`src/rtl/nals_pkg.sv`:
```
package nals_pkg;

   // result kinds
   localparam logic [1:0] OUT_BYTE      = 2'd0;
   localparam logic [1:0] OUT_FIELD_END = 2'd1;
   localparam logic [1:0] OUT_LIST_END  = 2'd2;
   localparam logic [1:0] OUT_ERROR     = 2'd3;

   // error codes
   localparam logic [1:0] ERR_NONE     = 2'd0;
   localparam logic [1:0] ERR_ESCAPE   = 2'd1;
   localparam logic [1:0] ERR_CLOSE    = 2'd2;
   localparam logic [1:0] ERR_OVERFLOW = 2'd3;

   // bracket kinds kept on the nesting stack
   localparam logic [1:0] BK_SQUARE = 2'd0;
   localparam logic [1:0] BK_PAREN  = 2'd1;
   localparam logic [1:0] BK_CURLY  = 2'd2;

   // input kinds
   localparam logic IN_CHAR = 1'b0;
   localparam logic IN_EOT  = 1'b1;

   // character constants
   localparam logic [7:0] CH_N      = 8'h6e;
   localparam logic [7:0] CH_T      = 8'h74;
   localparam logic [7:0] CH_BSLASH = 8'h5c;
   localparam logic [7:0] CH_QUOTE  = 8'h22;
   localparam logic [7:0] CH_LSQ    = 8'h5b;
   localparam logic [7:0] CH_RSQ    = 8'h5d;
   localparam logic [7:0] CH_LPAR   = 8'h28;
   localparam logic [7:0] CH_RPAR   = 8'h29;
   localparam logic [7:0] CH_LCUR   = 8'h7b;
   localparam logic [7:0] CH_RCUR   = 8'h7d;
   localparam logic [7:0] CH_SPACE  = 8'h20;
   localparam logic [7:0] CH_TAB    = 8'h09;
   localparam logic [7:0] CH_LF     = 8'h0a;

   localparam logic [7:0]  SEP_RESET = 8'd44;
   localparam logic [15:0] COUNT_MAX = 16'hffff;

   // classified character as it travels from front to back
   typedef struct packed {
      logic       eot;
      logic [7:0] data;
      logic       is_sep;
      logic       is_bslash;
      logic       is_quote;
      logic       is_open;
      logic       is_close;
      logic [1:0] bk;
      logic       is_ws;
      logic       esc_ok;
      logic [7:0] esc_byte;
   } item_type;

endpackage

```
`src/rtl/nals_front.sv`:
```
module nals_front (
   input  logic               clock,
   input  logic               reset,
   input  logic               csr_valid,
   output logic               csr_ready,
   input  logic [7:0]         csr_data,
   input  logic               in_kind,
   input  logic [7:0]         in_byte,
   output nals_pkg::item_type item
);

   logic [7:0] separator_ff;
   logic [7:0] separator_in;

   // separator register
   assign csr_ready    = 1'b1;
   assign separator_in = (csr_valid && csr_ready) ? csr_data : separator_ff;

   always_ff @(posedge clock) begin
      if (reset) begin
         separator_ff <= nals_pkg::SEP_RESET;
      end else begin
         separator_ff <= separator_in;
      end
   end

   // character classification
   always_comb begin
      item.eot       = (in_kind == nals_pkg::IN_EOT);
      item.data      = in_byte;
      item.is_sep    = (in_byte == separator_ff);
      item.is_bslash = (in_byte == nals_pkg::CH_BSLASH);
      item.is_quote  = (in_byte == nals_pkg::CH_QUOTE);
      item.is_open   = (in_byte == nals_pkg::CH_LSQ) || (in_byte == nals_pkg::CH_LPAR) ||
                       (in_byte == nals_pkg::CH_LCUR);
      item.is_close  = (in_byte == nals_pkg::CH_RSQ) || (in_byte == nals_pkg::CH_RPAR) ||
                       (in_byte == nals_pkg::CH_RCUR);
      if (in_byte == nals_pkg::CH_LSQ || in_byte == nals_pkg::CH_RSQ) begin
         item.bk = nals_pkg::BK_SQUARE;
      end else if (in_byte == nals_pkg::CH_LPAR || in_byte == nals_pkg::CH_RPAR) begin
         item.bk = nals_pkg::BK_PAREN;
      end else begin
         item.bk = nals_pkg::BK_CURLY;
      end
      item.is_ws     = (in_byte == nals_pkg::CH_SPACE) || (in_byte == nals_pkg::CH_TAB) ||
                       (in_byte == nals_pkg::CH_LF);
      // escape decode
      item.esc_ok    = 1'b1;
      case (in_byte)
         nals_pkg::CH_N:      item.esc_byte = nals_pkg::CH_LF;
         nals_pkg::CH_T:      item.esc_byte = nals_pkg::CH_TAB;
         nals_pkg::CH_BSLASH: item.esc_byte = nals_pkg::CH_BSLASH;
         nals_pkg::CH_QUOTE:  item.esc_byte = nals_pkg::CH_QUOTE;
         default: begin
            item.esc_ok   = 1'b0;
            item.esc_byte = 8'd0;
         end
      endcase
   end

endmodule

```
`src/rtl/nals_queue.sv`:
```
module nals_queue (
   input  logic               clock,
   input  logic               reset,
   input  logic               push,
   input  nals_pkg::item_type push_item,
   output logic               full,
   input  logic               pop,
   output logic               valid,
   output nals_pkg::item_type head
);

   nals_pkg::item_type slot_ff [2];
   logic       wr_ptr_ff, wr_ptr_in;
   logic       rd_ptr_ff, rd_ptr_in;
   logic [1:0] count_ff, count_in;

   assign full  = (count_ff == 2'd2);
   assign valid = (count_ff != 2'd0);
   assign head  = slot_ff[rd_ptr_ff];

   // pointer and fill bookkeeping
   always_comb begin
      wr_ptr_in = push ? ~wr_ptr_ff : wr_ptr_ff;
      rd_ptr_in = pop ? ~rd_ptr_ff : rd_ptr_ff;
      count_in  = count_ff + {1'b0, push} - {1'b0, pop};
   end

   always_ff @(posedge clock) begin
      if (reset) begin
         wr_ptr_ff <= 1'b0;
         rd_ptr_ff <= 1'b0;
         count_ff  <= 2'd0;
      end else begin
         wr_ptr_ff <= wr_ptr_in;
         rd_ptr_ff <= rd_ptr_in;
         count_ff  <= count_in;
      end
   end

   // storage
   always_ff @(posedge clock) begin
      if (push) begin
         slot_ff[wr_ptr_ff] <= push_item;
      end
   end

endmodule

```
`src/rtl/nals_back.sv`:
```
module nals_back #(
   parameter int NEST_DEPTH = 16
) (
   input  logic               clock,
   input  logic               reset,
   input  logic               q_valid,
   input  nals_pkg::item_type q_item,
   output logic               q_pop,
   output logic               rsp_valid,
   input  logic               rsp_ready,
   output logic [1:0]         rsp_kind,
   output logic [7:0]         rsp_byte,
   output logic [1:0]         rsp_err,
   output logic [15:0]        rsp_count
);

   localparam int DW = $clog2(NEST_DEPTH + 1);

   logic [2*NEST_DEPTH-1:0] stack_ff, stack_in;
   logic [DW-1:0]           depth_ff, depth_in;
   logic                    verb_ff, verb_in;
   logic                    esc_ff, esc_in;
   logic                    abort_ff, abort_in;
   logic [15:0]             fields_ff, fields_in;

   logic        out_valid_ff, out_valid_in;
   logic [1:0]  out_kind_ff, out_kind_in;
   logic [7:0]  out_byte_ff, out_byte_in;
   logic [1:0]  out_err_ff, out_err_in;
   logic [15:0] out_count_ff, out_count_in;

   logic                    res;
   logic [2*NEST_DEPTH+1:0] stack_push, stack_pop;
   logic                    at_zero, at_full;

   assign q_pop   = q_valid && (!out_valid_ff || rsp_ready);
   assign at_zero = (depth_ff == '0);
   assign at_full = (depth_ff == DW'(NEST_DEPTH));

   // shift stack: the top always sits in the lowest two bits
   assign stack_push = {stack_ff, q_item.bk};
   assign stack_pop  = {2'b00, stack_ff};

   // parser step
   always_comb begin
      stack_in     = stack_ff;
      depth_in     = depth_ff;
      verb_in      = verb_ff;
      esc_in       = esc_ff;
      abort_in     = abort_ff;
      fields_in    = fields_ff;
      res          = 1'b0;
      out_kind_in  = nals_pkg::OUT_BYTE;
      out_byte_in  = 8'd0;
      out_err_in   = nals_pkg::ERR_NONE;
      out_count_in = 16'd0;
      if (q_pop) begin
         if (q_item.eot) begin
            res         = 1'b1;
            out_kind_in = nals_pkg::OUT_LIST_END;
            if (!abort_ff) begin
               out_count_in = (fields_ff == nals_pkg::COUNT_MAX) ? nals_pkg::COUNT_MAX
                                                                 : fields_ff + 16'd1;
               if (esc_ff) begin
                  out_err_in = nals_pkg::ERR_ESCAPE;
               end
            end
            depth_in  = '0;
            verb_in   = 1'b0;
            esc_in    = 1'b0;
            abort_in  = 1'b0;
            fields_in = 16'd0;
         end else if (abort_ff) begin
            res = 1'b0;
         end else if (esc_ff) begin
            esc_in = 1'b0;
            res    = 1'b1;
            if (q_item.esc_ok) begin
               out_byte_in = q_item.esc_byte;
            end else begin
               out_kind_in = nals_pkg::OUT_ERROR;
               out_err_in  = nals_pkg::ERR_ESCAPE;
            end
         end else if (q_item.is_sep && at_zero) begin
            res         = 1'b1;
            out_kind_in = nals_pkg::OUT_FIELD_END;
            if (fields_ff != nals_pkg::COUNT_MAX) begin
               fields_in = fields_ff + 16'd1;
            end
         end else if (q_item.is_bslash) begin
            esc_in = 1'b1;
         end else if (q_item.is_quote) begin
            verb_in = ~verb_ff;
         end else if (q_item.is_open) begin
            res = 1'b1;
            if (at_full) begin
               abort_in    = 1'b1;
               out_kind_in = nals_pkg::OUT_ERROR;
               out_err_in  = nals_pkg::ERR_OVERFLOW;
            end else begin
               stack_in    = stack_push[2*NEST_DEPTH-1:0];
               depth_in    = depth_ff + DW'(1);
               out_byte_in = q_item.data;
            end
         end else if (q_item.is_close) begin
            res = 1'b1;
            if (at_zero || stack_ff[1:0] != q_item.bk) begin
               abort_in    = 1'b1;
               out_kind_in = nals_pkg::OUT_ERROR;
               out_err_in  = nals_pkg::ERR_CLOSE;
            end else begin
               stack_in    = stack_pop[2*NEST_DEPTH+1:2];
               depth_in    = depth_ff - DW'(1);
               out_byte_in = q_item.data;
            end
         end else if (verb_ff || !q_item.is_ws) begin
            res         = 1'b1;
            out_byte_in = q_item.data;
         end
      end
   end

   // output register valid
   always_comb begin
      if (q_pop) begin
         out_valid_in = res;
      end else if (rsp_ready) begin
         out_valid_in = 1'b0;
      end else begin
         out_valid_in = out_valid_ff;
      end
   end

   always_ff @(posedge clock) begin
      if (reset) begin
         depth_ff     <= '0;
         verb_ff      <= 1'b0;
         esc_ff       <= 1'b0;
         abort_ff     <= 1'b0;
         fields_ff    <= 16'd0;
         out_valid_ff <= 1'b0;
      end else begin
         depth_ff     <= depth_in;
         verb_ff      <= verb_in;
         esc_ff       <= esc_in;
         abort_ff     <= abort_in;
         fields_ff    <= fields_in;
         out_valid_ff <= out_valid_in;
      end
   end

   // stack contents and result payload
   always_ff @(posedge clock) begin
      stack_ff <= stack_in;
      if (q_pop && res) begin
         out_kind_ff  <= out_kind_in;
         out_byte_ff  <= out_byte_in;
         out_err_ff   <= out_err_in;
         out_count_ff <= out_count_in;
      end
   end

   assign rsp_valid = out_valid_ff;
   assign rsp_kind  = out_kind_ff;
   assign rsp_byte  = out_byte_ff;
   assign rsp_err   = out_err_ff;
   assign rsp_count = out_count_ff;

endmodule

```
`src/rtl/nest_aware_list_splitter.sv`:
```
// Splits a text, one character per transaction, into fields at the separator
// byte while no bracket is open, with quote, escape and whitespace handling.
// The block takes one character per clock cycle while the rsp side is not
// stalled. A character is classified on acceptance and lands in a two-entry
// queue; the back end pops it from the queue head and its result is
// registered before it is shown on the rsp side. The back end's stack update
// for each character sets the rate. The nesting stack is a shift register,
// so there is no clearing pass after reset. Characters that cause no result
// (dropped whitespace, quotes, backslashes, anything after an abort) just
// leave the queue. The separator is written over the csr channel and must
// only be changed while the block is idle.
module nest_aware_list_splitter #(
   parameter int NEST_DEPTH = 16
) (
   input  logic        clock,
   input  logic        reset,
   input  logic        req_tvalid,
   output logic        req_tready,
   input  logic [7:0]  req_tdata,   // in_byte
   input  logic        req_tuser,   // kind
   output logic        rsp_tvalid,
   input  logic        rsp_tready,
   output logic [31:0] rsp_tdata,   // out_byte, error_code, field_count, zero pad
   output logic [1:0]  rsp_tuser,   // out_kind
   input  logic        csr_valid,
   output logic        csr_ready,
   input  logic [7:0]  csr_data     // separator
);

   nals_pkg::item_type front_item;
   nals_pkg::item_type q_head;
   logic               q_full;
   logic               q_valid;
   logic               q_pop;
   logic [1:0]         rsp_kind;
   logic [7:0]         rsp_byte;
   logic [1:0]         rsp_err;
   logic [15:0]        rsp_count;

   assign req_tready = !q_full;

   // classification
   nals_front u_front (
      .clock     (clock),
      .reset     (reset),
      .csr_valid (csr_valid),
      .csr_ready (csr_ready),
      .csr_data  (csr_data),
      .in_kind   (req_tuser),
      .in_byte   (req_tdata),
      .item      (front_item)
   );

   // decoupling queue
   nals_queue u_queue (
      .clock     (clock),
      .reset     (reset),
      .push      (req_tvalid && req_tready),
      .push_item (front_item),
      .full      (q_full),
      .pop       (q_pop),
      .valid     (q_valid),
      .head      (q_head)
   );

   // parser state and result register
   nals_back #(
      .NEST_DEPTH (NEST_DEPTH)
   ) u_back (
      .clock     (clock),
      .reset     (reset),
      .q_valid   (q_valid),
      .q_item    (q_head),
      .q_pop     (q_pop),
      .rsp_valid (rsp_tvalid),
      .rsp_ready (rsp_tready),
      .rsp_kind  (rsp_kind),
      .rsp_byte  (rsp_byte),
      .rsp_err   (rsp_err),
      .rsp_count (rsp_count)
   );

   assign rsp_tuser = rsp_kind;
   assign rsp_tdata = {6'd0, rsp_count, rsp_err, rsp_byte};

endmodule

```
`config.mk`:
```
export PLATFORM = sky130hd
export DESIGN_NAME = nest_aware_list_splitter
export DESIGN_NICKNAME = d
export VERILOG_FILES = /design/src/rtl/nals_pkg.sv /design/src/rtl/nals_front.sv /design/src/rtl/nals_queue.sv /design/src/rtl/nals_back.sv /design/src/rtl/nest_aware_list_splitter.sv
export SDC_FILE = /design/constraint.sdc
export NUM_CORES = 1
export LEC_CHECK = 0
export BUFFER_PORTS_ARGS = -buffer_cell sky130_fd_sc_hd__buf_2
export CAP_MARGIN = 10
export CORE_ASPECT_RATIO = 0.9
export CORE_MARGIN = 8
export CORE_UTILIZATION = 60
export CTS_CLUSTER_SIZE = 8
export DETAILED_ROUTE_END_ITERATION = 7
export PLACE_DENSITY = 0.84
export SYNTH_ARGS = -nofsm -noshare
export SYNTH_HDL_FRONTEND = slang
export SYNTH_SLANG_ARGS = --single-unit
export TNS_END_PERCENT = 100
```
`constraint.sdc`:
```
create_clock -name clock -period 3.66 [get_ports clock]
set_input_delay 0.366 -clock clock [delete_from_list [all_inputs] [get_ports clock]]
set_output_delay 0.366 -clock clock [all_outputs]
set_load 0.02 [all_outputs]
```
== Word level (Yosys, flattened, before mapping) ==
Memory sizes are Yosys's and may differ from the RTL's. A register that Yosys moved wholly into a read port is not among the register bits.
Index checks and enable logic that the tools add are counted.

* Flip-flop bits (word level): 97
* Memories: 1
* ROM bits: 0
* RAM bits: 50
* Word-level logic and storage cells: 188
* Bits of input ports: 22
* Bits in latches: 0

* Mux-type cells: 94
* Bitwise operators: 10
* $mul: 0
* Magnitude comparators: 0
* Reduce and logical (&&, ||, !) cells: 34
* Div/mod/pow operators: 0
* Equality and inequality tests: 28
* Shift-type cells: 0
* $add $sub $neg: 5

{| class="wikitable"
|+ Memories
! memory !! depth !! width !! read ports !! clocked after Yosys merged registers in !! write ports !! line !! source
|-
| u_queue.slot_ff || 2 || 25 || 1 || 1 || 1 || nals_queue.sv:12 || <nowiki>nals_pkg::item_type slot_ff [2];</nowiki>
|}

{| class="wikitable"
|+ Operator list
! operator !! number
|-
| $mux 32 || 4
|-
| $mux 16 || 6
|-
| $mux 8 || 10
|-
| $eq 8x7->1 const B || 7
|-
| $mux 5 || 10
|-
| $mux 2 || 23
|-
| $mux 1 || 40
|-
| $eq 8x6->1 const B || 4
|-
| $pmux 7 s4 || 1
|-
| $add 16x1->16 const B || 1
|-
| $eq 16x16->1 const B || 1
|-
| $eq 8x4->1 const B || 2
|-
| $ne 16x16->1 const B || 1
|-
| $reduce_bool 2->1 || 6
|-
| $logic_or 1x1->1 || 11
|-
| $ne 2x2->1 const B || 5
|-
| $not 1->1 || 10
|-
| $reduce_and 10->1 || 1
|-
| $reduce_and 9->1 || 1
|-
| $eq 8x8->1 || 1
|-
| $ne 3x3->1 const B || 2
|-
| $reduce_and 6->1 || 1
|-
| $reduce_or 3->1 || 2
|-
| $add 5x1->5 const B || 1
|-
| 14 further kinds || 20
|}

== Longest topological paths before layout ==
* Word-level depth: 13
* Depth in mapped cells: 11

== Modules after synthesis ==
A second synthesis with hierarchy kept.

* Cell total of the unflattened synthesis: 569
* Area, all modules: 7,280.7 sq um

{| class="wikitable"
|+ Modules (own cells, without submodules)
! module !! area each (sq um) !! cells each !! seq. area each (sq um) !! times used
|-
| nals_back || 4,227.8 || 355 || 2,302.2 || 1
|-
| nals_queue || 2,199.6 || 102 || 1,661.6 || 1
|-
| nals_front || 794.5 || 103 || 160.2 || 1
|-
| nest_aware_list_splitter || 58.8 || 9 || 0.0 || 1
|}

== Worst setup path after synthesis ==
No wires, ideal clock.

* Path type: reg-to-reg
* Start: register (tool-made name)
* End: register u_back.out_byte_ff[0] (netlist: u_back.rsp_byte[0]) (enable)
* Arrival time: 2.668 ns
* Required time: 3.238 ns
* Cell stages (with the launch flop): 8
* Setup time: 0.422 ns
* Setup slack: 0.570 ns
* Cells stage by stage: dfxtp_1 > buf_2 > buf_6 > buf_2 > mux2i_1 > o31a_1 > o21ai_0 > a21oi_1

{| class="wikitable"
|+ RTL lines
! what !! line !! source
|-
| to (signal assigned) || nals_back.sv:157 || <nowiki>out_byte_ff <= out_byte_in;</nowiki>
|-
| to (decl) || nals_back.sv:28 || <nowiki>logic [7:0] out_byte_ff, out_byte_in;</nowiki>
|}

==> reports/qor.csv <==
stage;metric;value;unit
timing;period utilization;79.3;%
critical_path;CP peak stage delay;0.52;ns
synth;ys flop type;edfxtp_1;
synth;Unique masters post-synth;67;
route;DRT Pass-1 Iters;5;
route;per-cell routed wire length;17.1;um
synth;syn_area_per_cell;10.9;um2
clock_tree;post-CTS sizing;0;
route;routed wire length;14200;um
global_routing;GRT overflow;0;
critical_path;crit path cell chain;buf_4 -> mux2i_1 -> xnor2_1 -> o31ai_1 -> and4_1 -> and2_1 -> buf_4;
critical_path;worst path required time;3.74;ns
synth;count leader, synth;nand2_1;
placement;port bufs;51;
global_routing;initial antenna violation count;0;
synth;synthesized instance count;620;
synth;leading area contributor after synthesis;edfxtp_1;
clock_tree;Clock Sink Count;144;
global_routing;first-pass GRT wire length;23200;um
power;Comb power frac;27.2;%
synth;ys async rst share;0;%
timing;fin crit period;2.90;ns
cells_and_area;Fill cells;838;
critical_path;CP max-delay cell;dfxtp_1;
timing;PnR worst setup slack;0.759;ns
timing;FMAX;345;MHz
floorplanning;Die H;117;um
clock_tree;number of buffers created by CTS;17;
power;Sw Pwr;1700;uW
power;clock share of power;31.2;%
power;Final Power;5270;uW
cells_and_area;NumNets Final;691;
route;Via Count;4889;
clock_tree;H-tree Lvls;4;
global_routing;vias in the first global route;4704;
job;max-cap viol count;0;
route;highest metal used;met4;
critical_path;crit-path max FO;32;
hold_path;Worst Hold Class;input pin to flop;
floorplanning;die footprint;15000;um2
clock_tree;Clock Path Buffers;2;
clock_tree;Clk pin slew, worst setup/hold paths;0.05;ns
synth;top cell type's share of synthesized area;46.9;%
placement;Final GP Congestion;0.911;
timing;Setup Viol. Count Final;0;
cells_and_area;layout cells sized above 1;15.7;%
critical_path;R2R depth;7;
synth;Yosys reg bits;144;
route;antenna-violating nets left;0;
route;routed wl met3;1100;um
power;Leak;0.00281;uW
clock_tree;clk root buf;clkbuf_16;
cells_and_area;fin cells;831;
critical_path;Levels on crit path;7;
critical_path;CP Class;flop to flop;
synth;Post-Syn Area;6780;um2
critical_path;CP bufs+invs;2;
timing;slew margin rel.;23.5;%
timing;slew at the pin closest to its max-slew limit;1.14;ns
clock_tree;count of hold-fix buffers inserted at cts;0;
timing;Worst Clk Skew;0.00786;ns
global_routing;pin count of the biggest net entering global routing;36;
power;Sw Ratio;32.2;%
cells_and_area;Area growth syn-to-layout;13.1;%
critical_path;CP top delay family;buffers and inverters;
critical_path;Worst R2R End;u_back.stack_ff[31]$_SDFFCE_PN0P_;
synth;Seq/Total Area, Yosys;58.2;%
synth;EDFF count, synth;106;
synth;top post-synthesis cells by count;122 x nand2_1, 106 x edfxtp_1, 38 x dfxtp_1;
floorplanning;Rows;37;
placement;placed insts;799;
route;Vias/cell;5.88;
global_routing;gr usage total;20.0;%
power;Pwr per Cell Area;687;nW/um2
power;register share of total power;41.6;%
critical_path;CP most frequent cell;buf_4;
critical_path;CP arrival;2.98;ns
floorplanning;Top-Level Pins;59;
power;Pint;3570;uW
timing;setup_tns;0;ns
timing;hold_ws;0.144;ns
clock_tree;number of setup buffers added after CTS;0;
critical_path;reg2reg setup slack;0.76;ns
timing;unrepaired setup endpoints after global routing;no;
power;Max VDD drop;0.479;mV
clock_tree;Worst-Skew Late Latency;0.43;ns
floorplanning;Die Wd;128;um
route;Iteration-0 DRC Markers;439;
route;met1 WL;6100;um
synth;Yosys warnings;0;
timing;final count of hold timing violations;0;
placement;Post-DP HPWL;9620;um
critical_path;Setup crit start kind;flop;
outcome;status;finished, final reports clean;
route;DR WL met2;6710;um
cells_and_area;ant diodes;0;
floorplanning;Core Region;11200;um2
clock_tree;CTS tree;done;
placement;pre-CTS setup slack;0.810;ns
critical_path;CP Capture Type;flop;
synth;Area contributors post-synth;edfxtp_1 47%, dfxtp_1 11%, nand2_1 6.8%;
timing;Max Slew Vio Count;0;
route;DRC viols;0;
floorplanning;Initial Util;60.3;%
critical_path;Worst Setup EP;u_back.stack_ff[31]$_SDFFCE_PN0P_;
registers in the layout (all words and copies together), names as in the netlist, named ones only:
signal	count
u_queue.slot_ff	46
u_queue.rd_ptr_ff	1
u_front.separator_ff	8
u_back.rsp_valid	1
u_back.fields_ff	16
u_queue.count_ff	2
u_back.stack_ff	32
u_back.abort_ff	1
u_back.esc_ff	1
u_queue.wr_ptr_ff	1
u_back.verb_ff	1
u_back.depth_ff	5
u_back.rsp_count	16
u_back.rsp_err	2
u_back.rsp_kind	2
u_back.rsp_byte	8
per-layer routing:
| metal | global-route usage (%) | up-vias |
|---|---|---|
| met1 | 24.2 | 2315 |
| met5 | 0 | - |
| met3 | 6.61 | 29 |
| met4 | 10.0 | 0 |
| met2 | 31.7 | 200 |
| li1 | - | 2345 |
layout make-up:
cell class,count,area (um2),area share (%)
Tap cell,156,195,2.55
Clock inverter,7,85.1,1.11
Timing Repair Buffer,58,308,4.01
Multi-Input combinational cell,427,2610,34.0
Inverter,14,52.6,0.685
Clock buffer,25,475,6.20
Sequential cell,144,3940,51.4
placed cells by master, fill, tap and decap left out, types with 6 or more instances in the layout:
cell | Yosys | layout
nand2b_1 | 6 | 6
buf_2 | 5 | 51
ha_1 | 6 | 6
nor2_1 | 37 | 36
dfxtp_1 | 38 | 38
nor3_1 | 10 | 10
or3_1 | 7 | 7
mux2i_1 | 24 | 24
or4_1 | 9 | 9
nor2b_1 | 6 | 6
conb_1 | 2 | 7
a31oi_1 | 12 | 12
buf_4 | 8 | 7
xor2_1 | 8 | 8
xnor2_1 | 19 | 19
inv_1 | 13 | 13
a21o_1 | 7 | 7
and2_1 | 6 | 6
o21ai_0 | 8 | 8
mux2_2 | 7 | 7
clkbuf_16 | 0 | 17
nand3_1 | 14 | 14
a21oi_1 | 27 | 26
nand2_1 | 122 | 122
nand4_1 | 7 | 7
o211ai_1 | 7 | 7
clkbuf_1 | 22 | 6
edfxtp_1 | 106 | 106
logic make-up (layout without fill, tap and decap cells):
| family | count (synthesis) | count (layout) | share of synthesized area [%] |
|---|---|---|---|
| other | 2 | 7 | 0.111 |
| DFF | 144 | 144 | 58.2 |
| xor gates and xnor gates | 27 | 27 | 3.49 |
| adders and majority gates | 7 | 7 | 1.40 |
| AOI/OAI and AO/OA | 104 | 104 | 10.5 |
| muxes | 33 | 33 | 5.20 |
| and+or+nand+nor | 249 | 249 | 17.4 |
| buffers and inverters | 54 | 104 | 3.75 |
stage by stage:
step	area [um2]	utilization (%)
detailed placement	7110	63.2
finish	7670	68.2
global placement	7110	63.2
global route	7670	68.2
floorplan	6800	-
CTS	7670	68.2
power groups by stage:
stage / combinational, uW / sequential [uW] / clock [uW]
after global routing: 1570 / 2220 / 1740
after detailed placement: 1420 / 2220 / 0
after floorplan: 918 / 2350 / 0
final: 1440 / 2190 / 1640
after global placement: 1380 / 2210 / 0
after CTS: 1440 / 2190 / 1670
worst min path at each step:
stage	start	endpoint	slack, ns	cells past startpoint
after floorplan	u_back.fields_ff[1]$_SDFFE_PP0P_	u_back.fields_ff[1]$_SDFFE_PP0P_	0.46	2
after global placement	u_back.fields_ff[1]$_SDFFE_PP0P_	u_back.fields_ff[1]$_SDFFE_PP0P_	0.48	2
after detailed placement	u_back.fields_ff[1]$_SDFFE_PP0P_	u_back.fields_ff[1]$_SDFFE_PP0P_	0.49	2
after CTS	req_tuser	u_queue.slot_ff[1][24]$_DFFE_PP_	0.13	1
after global routing	req_tuser	u_queue.slot_ff[1][24]$_DFFE_PP_	0.13	1
final	req_tuser	u_queue.slot_ff[1][24]$_DFFE_PP_	0.14	1
Note: power is estimated with default switching activity, not from simulation.
